File: config.mk
export PLATFORM = sky130hd
export DESIGN_NAME = uuid_text_parser
export DESIGN_NICKNAME = d
export VERILOG_FILES = /design/src/rtl/utp_pkg.sv /design/src/rtl/uuid_text_parser.sv
export SDC_FILE = /design/constraint.sdc
export NUM_CORES = 1
export LEC_CHECK = 0
export BUFFER_PORTS_ARGS = -buffer_cell sky130_fd_sc_hd__buf_2
export CORE_ASPECT_RATIO = 0.75
export CORE_MARGIN = 3
export CORE_UTILIZATION = 40
export CTS_CLUSTER_SIZE = 24
export DETAILED_ROUTE_END_ITERATION = 12
export PLACE_DENSITY_LB_ADDON = 0.08
export SLEW_MARGIN = 20
export SYNTH_ARGS = -nofsm -noshare
export SYNTH_HDL_FRONTEND = slang
export SYNTH_SLANG_ARGS = --single-unit
File: constraint.sdc
create_clock -name clk -period 6.9 [get_ports clk]
set_input_delay 1.38 -clock clk [delete_from_list [all_inputs] [get_ports clk]]
set_output_delay 1.38 -clock clk [all_outputs]
set_load 0.005 [all_outputs]
File: src/rtl/utp_pkg.sv
// Package with character codes, sizes and the hex digit decoder for the UUID text parser.
`default_nettype none

package utp_pkg;

	localparam logic [7:0] CHAR_LBRACE = 8'h7B;
	localparam logic [7:0] CHAR_RBRACE = 8'h7D;
	localparam logic [7:0] CHAR_DASH   = 8'h2D;

	localparam int OCTETS      = 16;
	localparam int COUNT_W     = $clog2(OCTETS + 1);
	localparam int UUID_W      = 8 * OCTETS;
	localparam int HALF_W      = UUID_W / 2;
	localparam int FIRST_DASH  = 4;

	localparam logic [COUNT_W-1:0] OCTET_FULL  = COUNT_W'(OCTETS);
	localparam logic [COUNT_W-1:0] OCTET_DASH0 = COUNT_W'(FIRST_DASH);
	localparam logic [COUNT_W-1:0] OCTET_DASH1 = COUNT_W'(6);
	localparam logic [COUNT_W-1:0] OCTET_DASH2 = COUNT_W'(8);
	localparam logic [COUNT_W-1:0] OCTET_DASH3 = COUNT_W'(10);

	typedef struct packed {
		logic       is_hex;
		logic [3:0] value;
	} hex_digit_t;

	function automatic hex_digit_t hex_decode(input logic [7:0] c);
		hex_digit_t d;
		d.is_hex = 1'b0;
		d.value  = 4'h0;
		if (c >= 8'h30 && c <= 8'h39) begin
			d.is_hex = 1'b1;
			d.value  = 4'(c - 8'h30);
		end else if (c >= 8'h61 && c <= 8'h66) begin
			d.is_hex = 1'b1;
			d.value  = 4'(c - 8'h57);
		end else if (c >= 8'h41 && c <= 8'h46) begin
			d.is_hex = 1'b1;
			d.value  = 4'(c - 8'h37);
		end
		return d;
	endfunction

endpackage

`default_nettype wire

File: src/rtl/uuid_text_parser.sv
// Top level of the streaming UUID text parser: input register, parse state and result register.
`default_nettype none

// The parser takes one character of UUID text per beat and accepts a new beat in
// every cycle unless the input stalls, as described below. A beat is registered
// at the input and decoded against the parse position, and a beat flagged
// last_char loads the result register. Beats without last_char produce nothing.
// The result register decouples the sides; the input stalls only when a last
// character meets a result that is still waiting on out_ready. After each last
// character the parse state returns to its reset value, so strings can follow
// each other without gaps.
module uuid_text_parser (
	input  wire logic        clk,
	input  wire logic        arst_n,
	input  wire logic        in_valid,
	output logic             in_ready,
	input  wire logic [7:0]  char_code,
	input  wire logic        last_char,
	output logic             out_valid,
	input  wire logic        out_ready,
	output logic             parse_ok,
	output logic [63:0]      uuid_high,
	output logic [63:0]      uuid_low
);

	localparam int CW = utp_pkg::COUNT_W;
	localparam int UW = utp_pkg::UUID_W;
	localparam int HW = utp_pkg::HALF_W;

	logic          valid_s1;
	logic [7:0]    char_s1;
	logic          last_s1;

	logic          start_q, braced_q, dashed_q, second_q, failed_q, dash_taken_q;
	logic [CW-1:0] count_q;
	logic [3:0]    upper_q;
	logic [UW-1:0] store_q;

	logic          start_n, braced_n, dashed_n, second_n, failed_n, dash_taken_n;
	logic [CW-1:0] count_n;
	logic [3:0]    upper_n;
	logic [UW-1:0] store_n;

	logic          out_valid_q, parse_ok_q;
	logic [HW-1:0] uuid_high_q, uuid_low_q;

	logic          advance, step, consumed, ok_n, dash_slot;
	logic [3:0]    octet_idx;
	utp_pkg::hex_digit_t digit;

	assign advance  = !(valid_s1 && last_s1 && out_valid_q && !out_ready);
	assign step     = valid_s1 && advance;
	assign in_ready = !valid_s1 || advance;

	assign digit     = utp_pkg::hex_decode(char_s1);
	assign octet_idx = count_q[3:0];
	assign dash_slot = count_q == utp_pkg::OCTET_DASH1 || count_q == utp_pkg::OCTET_DASH2
		|| count_q == utp_pkg::OCTET_DASH3;

	always_comb begin
		start_n      = start_q;
		braced_n     = braced_q;
		dashed_n     = dashed_q;
		second_n     = second_q;
		failed_n     = failed_q;
		dash_taken_n = dash_taken_q;
		count_n      = count_q;
		upper_n      = upper_q;
		store_n      = store_q;
		consumed     = 1'b0;

		if (start_q) begin
			start_n = 1'b0;
			if (char_s1 == utp_pkg::CHAR_LBRACE) begin
				braced_n = 1'b1;
				consumed = 1'b1;
			end
		end

		if (!consumed) begin
			if (braced_n && last_s1) begin
				if (char_s1 != utp_pkg::CHAR_RBRACE) begin
					failed_n = 1'b1;
				end
			end else if (!failed_q && count_q < utp_pkg::OCTET_FULL) begin
				if (!second_q) begin
					if (count_q == utp_pkg::OCTET_DASH0 && !dashed_q
						&& char_s1 == utp_pkg::CHAR_DASH) begin
						dashed_n = 1'b1;
					end else if (dashed_q && !dash_taken_q && dash_slot) begin
						if (char_s1 == utp_pkg::CHAR_DASH) begin
							dash_taken_n = 1'b1;
						end else begin
							failed_n = 1'b1;
						end
					end else if (!digit.is_hex) begin
						failed_n = 1'b1;
					end else begin
						upper_n  = digit.value;
						second_n = 1'b1;
					end
				end else if (!digit.is_hex) begin
					failed_n = 1'b1;
				end else begin
					store_n[{~octet_idx, 3'b000} +: 8] = {upper_q, digit.value};
					count_n      = count_q + 1'b1;
					second_n     = 1'b0;
					dash_taken_n = 1'b0;
				end
			end
		end

		ok_n = !failed_n && count_n == utp_pkg::OCTET_FULL;
	end

	always_ff @(posedge clk or negedge arst_n) begin
		if (!arst_n) begin
			valid_s1 <= 1'b0;
		end else if (in_ready) begin
			valid_s1 <= in_valid;
		end
	end

	always_ff @(posedge clk) begin
		if (in_ready && in_valid) begin
			char_s1 <= char_code;
			last_s1 <= last_char;
		end
	end

	always_ff @(posedge clk or negedge arst_n) begin
		if (!arst_n) begin
			start_q      <= 1'b1;
			braced_q     <= 1'b0;
			dashed_q     <= 1'b0;
			second_q     <= 1'b0;
			failed_q     <= 1'b0;
			dash_taken_q <= 1'b0;
			count_q      <= '0;
			upper_q      <= '0;
			store_q      <= '0;
		end else if (step) begin
			if (last_s1) begin
				start_q      <= 1'b1;
				braced_q     <= 1'b0;
				dashed_q     <= 1'b0;
				second_q     <= 1'b0;
				failed_q     <= 1'b0;
				dash_taken_q <= 1'b0;
				count_q      <= '0;
				upper_q      <= '0;
				store_q      <= '0;
			end else begin
				start_q      <= start_n;
				braced_q     <= braced_n;
				dashed_q     <= dashed_n;
				second_q     <= second_n;
				failed_q     <= failed_n;
				dash_taken_q <= dash_taken_n;
				count_q      <= count_n;
				upper_q      <= upper_n;
				store_q      <= store_n;
			end
		end
	end

	always_ff @(posedge clk or negedge arst_n) begin
		if (!arst_n) begin
			out_valid_q <= 1'b0;
		end else if (step && last_s1) begin
			out_valid_q <= 1'b1;
		end else if (out_ready) begin
			out_valid_q <= 1'b0;
		end
	end

	always_ff @(posedge clk) begin
		if (step && last_s1) begin
			parse_ok_q  <= ok_n;
			uuid_high_q <= ok_n ? store_n[UW-1 -: HW] : '0;
			uuid_low_q  <= ok_n ? store_n[HW-1:0] : '0;
		end
	end

	assign out_valid = out_valid_q;
	assign parse_ok  = parse_ok_q;
	assign uuid_high = uuid_high_q;
	assign uuid_low  = uuid_low_q;

	a_fail_zero: assert property (@(posedge clk) disable iff (!arst_n)
		(out_valid && !parse_ok) |-> (uuid_high == '0 && uuid_low == '0))
		else $error("Failed parse gave a nonzero value.");

	a_count_range: assert property (@(posedge clk) disable iff (!arst_n)
		count_q <= utp_pkg::OCTET_FULL)
		else $error("Octet count ran past the end.");

	a_nibble_count: assert property (@(posedge clk) disable iff (!arst_n)
		second_q |-> count_q < utp_pkg::OCTET_FULL)
		else $error("Pending nibble after the last octet.");

	a_dash_taken: assert property (@(posedge clk) disable iff (!arst_n)
		dash_taken_q |-> dashed_q)
		else $error("Dash consumed in an undashed string.");

	a_reset_after_last: assert property (@(posedge clk) disable iff (!arst_n)
		(step && last_s1) |=> (start_q && count_q == '0 && !failed_q))
		else $error("Parse state not cleared after the last character.");

endmodule

`default_nettype wire
# After elaboration in Yosys (flattened, before gate mapping)
# Index checks and enable logic that the tools add are counted.
[op_classes]
bitwise_logic = 1
add_sub_neg = 5
shifts = 2
n_mux = 66
reduce_logical = 36
n_eq_ne = 15
magnitude_cmp = 7
[ops]
columns = ["cell", "count"]
rows = [
  ["128-bit 2-to-1 mux", 6],
  ["128-bit bitwise mux", 1],
  ["8-bit by 9-bit variable shift with 128-bit output (first input constant)", 1],
  ["8-bit by 9-bit variable part select with 128-bit output", 1],
  ["5-bit 2-to-1 mux", 9],
  ["1-bit 2-to-1 mux", 42],
  ["4-bit 2-to-1 mux", 8],
  ["8-bit by 7-bit >= comparator with 1-bit output (second input constant)", 2],
  ["8-bit by 7-bit less-or-equal comparator with 1-bit output (second input constant)", 2],
  ["1-bit logical AND", 16],
  ["8-bit AND reduction", 2],
  ["5-bit by 3-bit == test with 1-bit output (second input constant)", 2],
  ["5-bit by 4-bit == test with 1-bit output (second input constant)", 2],
  ["2-bit inequality test (second input constant)", 5],
  ["7-bit negation with 9-bit output", 1],
  ["8-bit by 6-bit == test with 1-bit output (second input constant)", 1],
  ["8-bit by 7-bit == test with 1-bit output (second input constant)", 1],
  ["8-bit by 6-bit >= comparator with 1-bit output (second input constant)", 1],
  ["8-bit by 6-bit less-or-equal comparator with 1-bit output (second input constant)", 1],
  ["8-bit by 7-bit inequality test with 1-bit output (second input constant)", 1],
  ["2-bit nonzero test", 4],
  ["4-bit by 3-bit subtractor with 4-bit output (second input constant)", 2],
  ["1-bit zero test", 7],
  ["6-bit AND reduction", 1],
  ["other kinds (10)", 13],
]
[totals]
register_bits = 283
output_inout_bits = 131
elab_cells = 148
in_bits = 13

# Longest topological paths before layout
# Gate-level depths: netlist of the first run.
[depth]
word_depth = 14
mapped_depth = 11
mapped_depth_nobuf = 8

# Worst setup path before layout of the first run
# OpenSTA, ideal clock, no wires.
[synth_timing]
path_type = "input port to flip-flop"
startpoint = "input port out_ready"
endpoint = "register parse_ok_q (netlist: parse_ok) (enable)"
cell_stages = 2
path_buffers = 0
setup_ns = 0.623
t_required_ns = 6.277
arrival_ns = 6.915
path_slack_ns = -0.638
path_cell_list = "nor2b_1 > nor2_1"
[synth_via]
elab_chain_cells = 5
[synth_lines]
columns = ["item", "line_no", "text"]
rows = [
  ["start, declared", "uuid_text_parser.sv:20", "input wire logic out_ready,"],
  ["1-bit zero test", "uuid_text_parser.sv:51", "assign advance = !(valid_s1 && last_s1 && out_valid_q && !out_ready);"],
  ["1-bit logical AND", "uuid_text_parser.sv:51", ""],
  ["1-bit zero test", "uuid_text_parser.sv:51", ""],
  ["1-bit logical AND", "uuid_text_parser.sv:52", "assign step = valid_s1 && advance;"],
  ["1-bit logical AND", "uuid_text_parser.sv:178", "if (step && last_s1) begin"],
  ["end signal, assigned", "uuid_text_parser.sv:179", "parse_ok_q <= ok_n;"],
  ["end, declared", "uuid_text_parser.sv:44", "logic out_valid_q, parse_ok_q;"],
]
# Every way passes these cells.
# A chain may end at the register's enable or synchronous reset.

# Worst setup path in the final report of the first run
[layout_timing]
startpoint = "input port out_ready"
endpoint = "output port in_ready"
[layout_via]
elab_chain_cells = 4
[layout_lines]
columns = ["item", "line_no", "text"]
rows = [
  ["1-bit zero test", "uuid_text_parser.sv:51", ""],
  ["1-bit logical AND", "uuid_text_parser.sv:51", ""],
  ["1-bit zero test", "uuid_text_parser.sv:51", ""],
  ["1-bit logical OR", "uuid_text_parser.sv:53", "assign in_ready = !valid_s1 || advance;"],
  ["end, declared", "uuid_text_parser.sv:16", "output logic in_ready,"],
]
# Every way passes these cells.

==> flow_summary.yaml, run 1 <==
routing:
  drt_first_pass_iters: 5
  antenna_left: 0
  drt-wirelength-per-cell_um: 21.5
  detailroute.via_count: 10626
  drt-initial-drc-count: 850
  drt_wl_total_um: 40700
  drc: 0
  viasPerCell: 5.62
floorplanning:
  floorplan.initialDensity: 0.411
  floorplan.die.height_um: 168
  floorplan.core_area_um2: 34000
  top_level_ports: 144
  dieArea_um2: 37200
  die_width_um: 222
  core.rowCount: 58
synth:
  synth-seq-area-share: 0.557
  yosys_most_used_dff: "sky130_fd_sc_hd__dfrtp_1"
  async_reset_ff_frac: 0.512
  number_of_synthesized_flops_with_an_enable_pin: 138
  yosys_warnings: 0
  postSynthNetCount: 1341
  synth_cell_types: 71
  synth_area_per_cell_um2: 10.6
  netlist_instances: 1322
  syn-cell-area_um2: 14000
  ys_seq_elements: 283
critical_path:
  crit_type: "primary input to primary output"
  crit_path_max_fanout: 6
  cpLargestDelayFamily: "simple AND/OR/NAND/NOR gates"
  worstPathCellList: "buf_2, nor2b_1, nand3_1, buf_2"
  cp_data_required_time_ns: 5.52
  max_stage_delay_ns: 0.47
  critical_path_arrival_ns: 2.37
  timing.critical_path.mode_cell: "sky130_fd_sc_hd__buf_2"
  timing.critical_path.to_type: "primary output"
  worstSetupStartpointType: "primary input"
  critPathBufInv: 2
  critical_path.slowest_cell: "sky130_fd_sc_hd__nor2b_1"
placed_design:
  post-dp-hpwl_um: 26500
  io_buffers: 143
  final_weighted_congestion_of_routability_driven_global_placement: 0.875
  detailed_place.area_um2: 14900
layout:
  layout-drive-gt1-share: 0.221
  n_antenna_cell: 0
  nNetsFinal: 1437
  stdcell_area_um2: 15900
  area_growth_from_synthesis_to_layout_pct: 13.7
  most-common-layout-cells: "sky130_fd_sc_hd__nand2_1 (273), sky130_fd_sc_hd__dfrtp_1 (144), sky130_fd_sc_hd__buf_2 (142)"
  layout_commonest_cell: "sky130_fd_sc_hd__nand2_1"
cts:
  ctsHoldBuffers: 0
  ctsHtreeMaxLevel: 1
  clock_path_buffers: 3
  cts_repair_resize_count: 0
  postCtsSetupBuffers: 0
  clock_latency_reported_for_the_late_side_of_the_worst_skew_pair_ns: 0.57
  cts_root_buf: "sky130_fd_sc_hd__clkbuf_16"
  cts_tree: "built"
  path_clk_slew_ns: 0.07
  cts_made_buffers: 30
  tritoncts_num_sinks: 283
global_routing:
  grt_max_degree: 88
  number_of_antenna_violations_at_the_first_check_in_global_routing: 0
  global_route_wire_length_before_repair_um: 63900
  first_global_vias: 10281
  grt_remaining_overflow: 0
  global_route.usage.total: 0.217
timing:
  maxSlewViolCount: 0
  relSlewSlack: 0.256
  tns_ns: 0
  maxClockFrequency_ghz: 0.267
  finalCriticalPeriod_ns: 3.75
  final-setup-viol-count: 0
  final_hold_viol_count: 0
  max_slew.worst_pin.slew_ns: 1.12
  grt_setup_unrepaired: "no"
  final_min_period_over_clock_period: 0.544
  timing.clock.skew_ns: 0.0130
min_path:
  hp-class: "register to register"
outcome:
  status: "finished, final reports clean"
power:
  power.ir.vdd_worst_uv: 160
  power-per-cell-area_nw_per_um2: 254
  power.leakage_uw: 0.00579
run:
  cap_violations: 0
## synthesized netlist by cell type, types with 5 or more instances
cell type                   count  area (µm²)
sky130_fd_sc_hd__o2bb2ai_1     12         105
sky130_fd_sc_hd__or3_1          6        37.5
sky130_fd_sc_hd__nor3_1        25         125
sky130_fd_sc_hd__a22oi_1       21         158
sky130_fd_sc_hd__a22o_1        15         131
sky130_fd_sc_hd__inv_1         13        48.8
sky130_fd_sc_hd__a32o_1         7        70.1
sky130_fd_sc_hd__nand3_1       32         160
sky130_fd_sc_hd__mux2i_1       78         781
sky130_fd_sc_hd__o21ai_0       97         485
sky130_fd_sc_hd__a32oi_1        9        78.8
sky130_fd_sc_hd__nand4_1       11        68.8
sky130_fd_sc_hd__a21o_1        10        75.1
sky130_fd_sc_hd__nor4_1         8        50.1
sky130_fd_sc_hd__and2_1        11        68.8
sky130_fd_sc_hd__a21oi_2       80         701
sky130_fd_sc_hd__nand2_1      274        1030
sky130_fd_sc_hd__or4_1          7        52.6
sky130_fd_sc_hd__a211oi_1      14         105
sky130_fd_sc_hd__a2bb2oi_1      5        43.8
sky130_fd_sc_hd__buf_2          8        40.0
sky130_fd_sc_hd__a21oi_1       21         105
sky130_fd_sc_hd__clkbuf_1      73         274
sky130_fd_sc_hd__and3_1         7        43.8
sky130_fd_sc_hd__dfrtp_1      144        3600
sky130_fd_sc_hd__buf_6         19         214
sky130_fd_sc_hd__edfxtp_1     138        4140
sky130_fd_sc_hd__o41ai_1        5        43.8
sky130_fd_sc_hd__nor2b_1        8        50.1
sky130_fd_sc_hd__nor2_1        87         327
sky130_fd_sc_hd__ha_1           6        75.1
## sequential cells by signal, summed over array words and instances (netlist names)
name,count
braced_q,1
char_s1,8
count_q,5
dash_taken_q,1
dashed_q,1
failed_q,1
last_s1,1
out_valid,1
parse_ok,1
second_q,1
start_q,1
store_q,128
upper_q,4
uuid_high,64
uuid_low,64
valid_s1,1
## through the flow
step	util	total power, µW	hold WS (ns)	setup slack [ns]	std cells
3_3_place_gp	0.440	2480	0.461	3.02	1835
5_1_grt	0.467	4220	0.511	2.80	1892
6_report	0.467	4020	0.480	3.15	1892
4_1_cts	0.467	4070	0.480	3.16	1891
2_1_floorplan	-	2330	0.444	1.58	1322
3_5_place_dp	0.440	2500	0.465	2.99	1835
## path summary, 6_finish.rpt
check	slack, ns	depth (start not counted)	endpoint	startpoint
max in group asynchronous	4.70	2	store_q[52]$_DFFE_PN0P_	arst_n
hold / removal	0.48	2	store_q[3]$_DFFE_PN0P_	store_q[3]$_DFFE_PN0P_
min in group asynchronous	0.88	1	store_q[124]$_DFFE_PN0P_	arst_n
hold reg to reg	0.48	2	store_q[3]$_DFFE_PN0P_	store_q[3]$_DFFE_PN0P_
setup / recovery	3.15	4	in_ready	out_ready
setup reg to reg	3.16	9	uuid_low[12]$_SDFFCE_PN0P_	char_s1[0]$_DFFE_PP_
## cells by family after synthesis
group                      count (synthesis)  share of synthesized area
AOI/OAI and AO/OA                        332                      0.173
and+or+nand+nor                          499                      0.160
xor gates and xnor gates                   1                   0.000628
DFF                                      283                      0.557
buffers and inverters                    119                     0.0446
muxes                                     82                     0.0592
adders and majority gates                  6                    0.00538
## report_power, final
group	switching, µW	internal, µW	total [µW]
clock	672	888	1560
combinational	264	150	414
sequential	115	1940	2050
total	1050	2970	4020
## worst register-to-register path: stages, from the launching register on
cell                        delay (ns)
sky130_fd_sc_hd__edfxtp_1         0.55
sky130_fd_sc_hd__inv_1            0.12
sky130_fd_sc_hd__ha_1             0.24
sky130_fd_sc_hd__or3b_2           0.17
sky130_fd_sc_hd__nand3_1          0.34
sky130_fd_sc_hd__a2111oi_4        0.62
sky130_fd_sc_hd__nor4_1           0.15
sky130_fd_sc_hd__o2111ai_4        0.23
sky130_fd_sc_hd__buf_4            0.83
sky130_fd_sc_hd__nor2_1           0.20
## routing by layer
| layer | up-vias | share of wire | GRT usage |
|---|---|---|---|
| li1 | 4959 | - | - |
| met3 | 55 | 0.064 | 0.0352 |
| met1 | 5280 | 0.51 | 0.349 |
| met2 | 332 | 0.41 | 0.308 |
| met4 | 0 | 0.017 | 0.0431 |
| met5 | - | 0 | 0 |
## final cells by class
| class | instances | area, µm² |
|---|---|---|
| Tap cell | 450 | 563 |
| Fill cell | 3218 | 18100 |
| Multi-Input combinational cell | 920 | 5630 |
| Sequential cell | 283 | 7770 |
| Clock inverter | 19 | 133 |
| Clock buffer | 37 | 798 |
| Timing Repair Buffer | 170 | 925 |
| Inverter | 13 | 48.8 |
No activity file was read; power rests on OpenSTA's default activity.
==> run 2, diff against run 1 <==
Clock period 6.9 ns to 3.6 ns, I/O delays scaled along.
==> run 2 against run 1 <==
Net effect:
- die area stayed put
- core utilization rose by 1.3 points
- total power is 94% higher
==> flow_summary.yaml, run 2 (synthesis gave the netlist of run 1 again) <==
layout:
  most-common-layout-cells: "sky130_fd_sc_hd__nand2_1 (273), sky130_fd_sc_hd__dfrtp_1 (144), sky130_fd_sc_hd__buf_2 (142)"
  n_antenna_cell: 0
  register_ranked_first_by_flip_flop_count: "store_q"
  layout-drive-gt1-share: 0.245
  area_growth_from_synthesis_to_layout_pct: 16.9
  largest_reg_flops: 128
  layout.filler_cells: 3200
  layout_commonest_cell: "sky130_fd_sc_hd__nand2_1"
  nNetsFinal: 1481
  filler_free_cell_count_of_the_finished_design: 1937
critical_path:
  worstSetupStartpointType: "register"
  cp_data_required_time_ns: 3.99
  crit_type: "register to register"
  timing.critical_path.to_type: "register"
  crit_path_max_fanout: 29
  critical_path_arrival_ns: 3.69
timing:
  final-setup-viol-count: 0
  relSlewSlack: 0.356
  max_slew.worst_pin.slew_ns: 0.962
  maxSlewViolCount: 0
  whs_ns: 0.127
  tns_ns: 0
  final_min_period_over_clock_period: 0.917
  grt_setup_unrepaired: "no"
  timing.clock.skew_ns: 0.0183
  final_hold_viol_count: 0
  finalCriticalPeriod_ns: 3.30
  post-route-worst-setup-slack_ns: 0.298
  maxClockFrequency_ghz: 0.303
global_routing:
  grt_remaining_overflow: 0
  first_global_vias: 10511
  number_of_antenna_violations_at_the_first_check_in_global_routing: 0
  grt_max_degree: 118
  global_route_wire_length_before_repair_um: 66400
  global_route.usage.total: 0.227
placed_design:
  io_buffers: 143
  final_weighted_congestion_of_routability_driven_global_placement: 0.919
  post-dp-hpwl_um: 28600
  placed_cells_incl_taps: 1879
  place_worst_setup_slack_ns: 0.352
routing:
  detailroute.via_count: 10800
  drt_wl_total_um: 43000
  drt-initial-drc-count: 1025
  drt_first_pass_iters: 5
  drc: 0
  drt-wirelength-per-cell_um: 22.2
  viasPerCell: 5.58
  antenna_left: 0
floorplanning:
  core.rowCount: 58
  top_level_ports: 144
  die_width_um: 222
  floorplan.core_area_um2: 34000
  dieArea_um2: 37200
  floorplan.initialDensity: 0.411
  floorplan.die.height_um: 168
cts:
  cts_repair_resize_count: 0
  postCtsSetupBuffers: 0
  clock_latency_reported_for_the_late_side_of_the_worst_skew_pair_ns: 0.58
  clock_path_buffers: 3
  cts_made_buffers: 31
  path_clk_slew_ns: 0.06
  cts_tree: "built"
  cts_root_buf: "sky130_fd_sc_hd__clkbuf_16"
  ctsHtreeMaxLevel: 1
  ctsHoldBuffers: 0
  tritoncts_num_sinks: 283
power:
  power.ir.vdd_worst_uv: 299
  report.power.total_uw: 7790
  power-per-cell-area_nw_per_um2: 478
  power.leakage_uw: 0.00605
min_path:
  hp-class: "primary input to asynchronous set/reset pin"
outcome:
  status: "finished, final reports clean"
run:
  cap_violations: 0
-- run 2: path summary, 6_finish.rpt --
path | startpoint | endpoint | slack, ns | depth (start not counted)
hold reg to reg | store_q[3]$_DFFE_PN0P_ | store_q[3]$_DFFE_PN0P_ | 0.48 | 2
max in group asynchronous | arst_n | store_q[95]$_DFFE_PN0P_ | 2.60 | 2
setup reg to reg | char_s1[3]$_DFFE_PP_ | uuid_high[48]$_SDFFCE_PN0P_ | 0.30 | 8
setup / recovery | char_s1[3]$_DFFE_PP_ | uuid_high[48]$_SDFFCE_PN0P_ | 0.30 | 8
hold / removal | arst_n | out_valid$_DFFE_PN0P_ | 0.13 | 1
min in group clk | char_code[0] | char_s1[0]$_DFFE_PP_ | 0.32 | 1
-- run 2: power by group --
group,internal (µW),switching [µW]
sequential,3710,217
combinational,315,523
clock,1700,1330
total,5720,2070
-- run 2: cell type report --
cell class / instances / area [µm²] / share of cell area
clock inverter: 10 / 61.3 / 0.00376
clock buffer: 48 / 890 / 0.0545
inverter: 13 / 48.8 / 0.00299
sequential: 283 / 7770 / 0.477
multi-input combinational: 920 / 5620 / 0.344
tap: 450 / 563 / 0.0345
timing repair buffer: 213 / 1360 / 0.0834
-- run 2: critical path, stage by stage, from the launching register on --
cell,delay (ns)
sky130_fd_sc_hd__edfxtp_1,0.51
sky130_fd_sc_hd__or4b_4,0.58
sky130_fd_sc_hd__a211o_1,0.45
sky130_fd_sc_hd__a2111oi_4,0.47
sky130_fd_sc_hd__and4b_1,0.31
sky130_fd_sc_hd__o2111ai_4,0.16
sky130_fd_sc_hd__buf_12,0.22
sky130_fd_sc_hd__buf_12,0.19
sky130_fd_sc_hd__a211oi_1,0.22
-- run 2: stage by stage --
step | area (µm²) | util
5_1_grt | 16300 | 0.480
4_1_cts | 16300 | 0.480
3_3_place_gp | 15400 | 0.452
6_report | 16300 | 0.480
3_5_place_dp | 15400 | 0.452
2_1_floorplan | 14000 | -
-- run 2: layer usage --
| layer | part of all wire | GRT usage |
|---|---|---|
| met1 | 0.50 | 0.363 |
| met2 | 0.42 | 0.325 |
| met3 | 0.061 | 0.0387 |
| met4 | 0.019 | 0.0423 |
| met5 | 0 | 0 |
==> run 3, diff against run 2 <==
Settings changed: SETUP_SLACK_MARGIN from default to 0.3.
==> run 3 against run 2 <==
Net effect:
- first-iteration DRC count is 2.5% lower
- clock power is 2% lower
- die area stayed put
- design area is 0.31% higher
- critical path depth stayed put
- sequential share of layout area is 0.14 points lower
- global-route usage is 0.20 points lower
- setup slack better by 0.12 ns
- via count is 1.4% higher
- sequential cell count stayed put
- fmax is 3.7% higher
- critical path type unchanged
==> flow_summary.yaml, run 3 (synthesis gave the netlist of run 1 again) <==
outcome:
  status: "finished, final reports clean"
timing:
  relSlewSlack: 0.419
  whs_ns: 0.231
  grt_setup_unrepaired: "no"
  finalCriticalPeriod_ns: 3.18
  timing.clock.skew_ns: 0.0275
  max_slew.worst_pin.slew_ns: 0.869
  final_min_period_over_clock_period: 0.884
  maxSlewViolCount: 0
  maxClockFrequency_ghz: 0.314
  final-setup-viol-count: 0
  final_hold_viol_count: 0
  tns_ns: 0
power:
  clock_power_share: 0.383
  power_frac_seq: 0.509
  p_sw_uw: 2030
  power.leakage_uw: 0.00609
  switching_share: 0.263
  power.ir.vdd_worst_uv: 241
  share_comb_of_total_power: 0.108
  power-per-cell-area_nw_per_um2: 472
  power.internal_uw: 5700
global_routing:
  global_route.usage.total: 0.226
  global_route_wire_length_before_repair_um: 65900
  grt_max_degree: 82
  grt_remaining_overflow: 0
  number_of_antenna_violations_at_the_first_check_in_global_routing: 0
  first_global_vias: 10535
critical_path:
  worstSetupStartpointType: "register"
  max_stage_delay_ns: 0.57
  crit_path_max_fanout: 16
  crit_type: "register to register"
  critical_path.slowest_cell: "sky130_fd_sc_hd__or4b_4"
  critPathBufInv: 2
  cp_data_required_time_ns: 3.98
  cpLargestDelayFamily: "compound AO/OA/AOI/OAI gates"
  critical_path_arrival_ns: 3.57
  worstPathCellList: "or4b_4, a211o_2, a2111oi_4, and4b_1, o2111ai_4, buf_4, clkbuf_16, a211oi_1"
  timing.critical_path.to_type: "register"
layout:
  register_ranked_first_by_flip_flop_count: "store_q"
  post_route_core_utilization: 0.482
  layout-drive-gt1-share: 0.251
  stdcell_area_um2: 16400
  area_growth_from_synthesis_to_layout_pct: 17.2
  most-common-layout-cells: "sky130_fd_sc_hd__nand2_1 (273), sky130_fd_sc_hd__dfrtp_1 (143), sky130_fd_sc_hd__buf_2 (142)"
  nNetsFinal: 1488
  largest_reg_flops: 128
  layout_commonest_cell: "sky130_fd_sc_hd__nand2_1"
  n_antenna_cell: 0
cts:
  ctsHtreeMaxLevel: 1
  clock_path_buffers: 3
  tritoncts_num_sinks: 283
  cts_root_buf: "sky130_fd_sc_hd__clkbuf_16"
  path_clk_slew_ns: 0.06
  cts_made_buffers: 30
  ctsHoldBuffers: 0
  cts_tree: "built"
  clock_latency_reported_for_the_late_side_of_the_worst_skew_pair_ns: 0.58
floorplanning:
  floorplan.die.height_um: 168
  floorplan.initialDensity: 0.411
  core.rowCount: 58
  top_level_ports: 144
  floorplan.core_area_um2: 34000
  die_width_um: 222
  dieArea_um2: 37200
placed_design:
  post-dp-hpwl_um: 28000
  final_weighted_congestion_of_routability_driven_global_placement: 0.905
  io_buffers: 143
  detailed_place.area_um2: 15300
routing:
  drt-initial-drc-count: 999
  drt-wirelength-per-cell_um: 22.3
  drt_first_pass_iters: 5
  drc: 0
  antenna_left: 0
  drt_wl_total_um: 43300
  detailroute.via_count: 10947
  viasPerCell: 5.63
min_path:
  hp-class: "primary input to asynchronous set/reset pin"
run:
  cap_violations: 0
==> run 3: per-stage QoR <==
step / instances / setup slack (ns) / power [µW]
3_5_place_dp: 1877 / 0.373 / 4830
5_1_grt: 1943 / 0.293 / 8090
2_1_floorplan: 1322 / 0.332 / 4470
4_1_cts: 1933 / 0.373 / 7800
3_3_place_gp: 1877 / 0.427 / 4800
6_report: 1943 / 0.416 / 7730
==> run 3: routing by layer <==
metal | vias to the layer above | share of wire | global-route usage
met4 | 0 | 0.016 | 0.0398
met1 | 5451 | 0.50 | 0.354
met2 | 370 | 0.42 | 0.325
met3 | 45 | 0.065 | 0.0449
met5 | - | 0 | 0
li1 | 5081 | - | -
==> run 3: worst reg2reg max path, cell delays in order (launching register included) <==
cell                        delay, ns
sky130_fd_sc_hd__edfxtp_1        0.47
sky130_fd_sc_hd__or4b_4          0.57
sky130_fd_sc_hd__a211o_2         0.44
sky130_fd_sc_hd__a2111oi_4       0.50
sky130_fd_sc_hd__and4b_1         0.31
sky130_fd_sc_hd__o2111ai_4       0.15
sky130_fd_sc_hd__buf_4           0.18
sky130_fd_sc_hd__clkbuf_16       0.18
sky130_fd_sc_hd__a211oi_1        0.22
==> run 3: cell type report <==
| class | instances | area (µm²) |
|---|---|---|
| Tap cell | 450 | 563 |
| Inverter | 13 | 48.8 |
| Multi-Input combinational cell | 920 | 5640 |
| Fill cell | 3218 | 17600 |
| Clock inverter | 10 | 83.8 |
| Sequential cell | 283 | 7770 |
| Timing Repair Buffer | 221 | 1420 |
| Clock buffer | 46 | 841 |
==> run 3: worst paths after layout <==
kind                                   startpoint  slack [ns]  depth (start not counted)                           to
min in group clk                     char_code[1]        0.34                          1         char_s1[1]$_DFFE_PP_
hold reg to reg            store_q[3]$_DFFE_PN0P_        0.48                          2       store_q[3]$_DFFE_PN0P_
setup / recovery             char_s1[3]$_DFFE_PP_        0.42                          8  uuid_high[48]$_SDFFCE_PN0P_
hold / removal                             arst_n        0.23                          1        out_valid$_DFFE_PN0P_
max in group asynchronous                  arst_n        2.53                          2      store_q[10]$_DFFE_PN0P_
setup reg to reg             char_s1[3]$_DFFE_PP_        0.42                          8  uuid_high[48]$_SDFFCE_PN0P_
==> run 3: power groups by stage <==
stage | combinational (µW) | sequential [µW] | clock [µW]
after floorplan | 534 | 3930 | 0
after global placement | 817 | 3980 | 0
after detailed placement | 836 | 3990 | 0
after CTS | 839 | 3930 | 3030
after global routing | 948 | 3970 | 3170
final | 836 | 3930 | 2960
==> run 3: timing repair <==
item	CTS	global route
buffers inserted	0	7
endpoints found under the setup margin	0	150
resized for setup	0	12
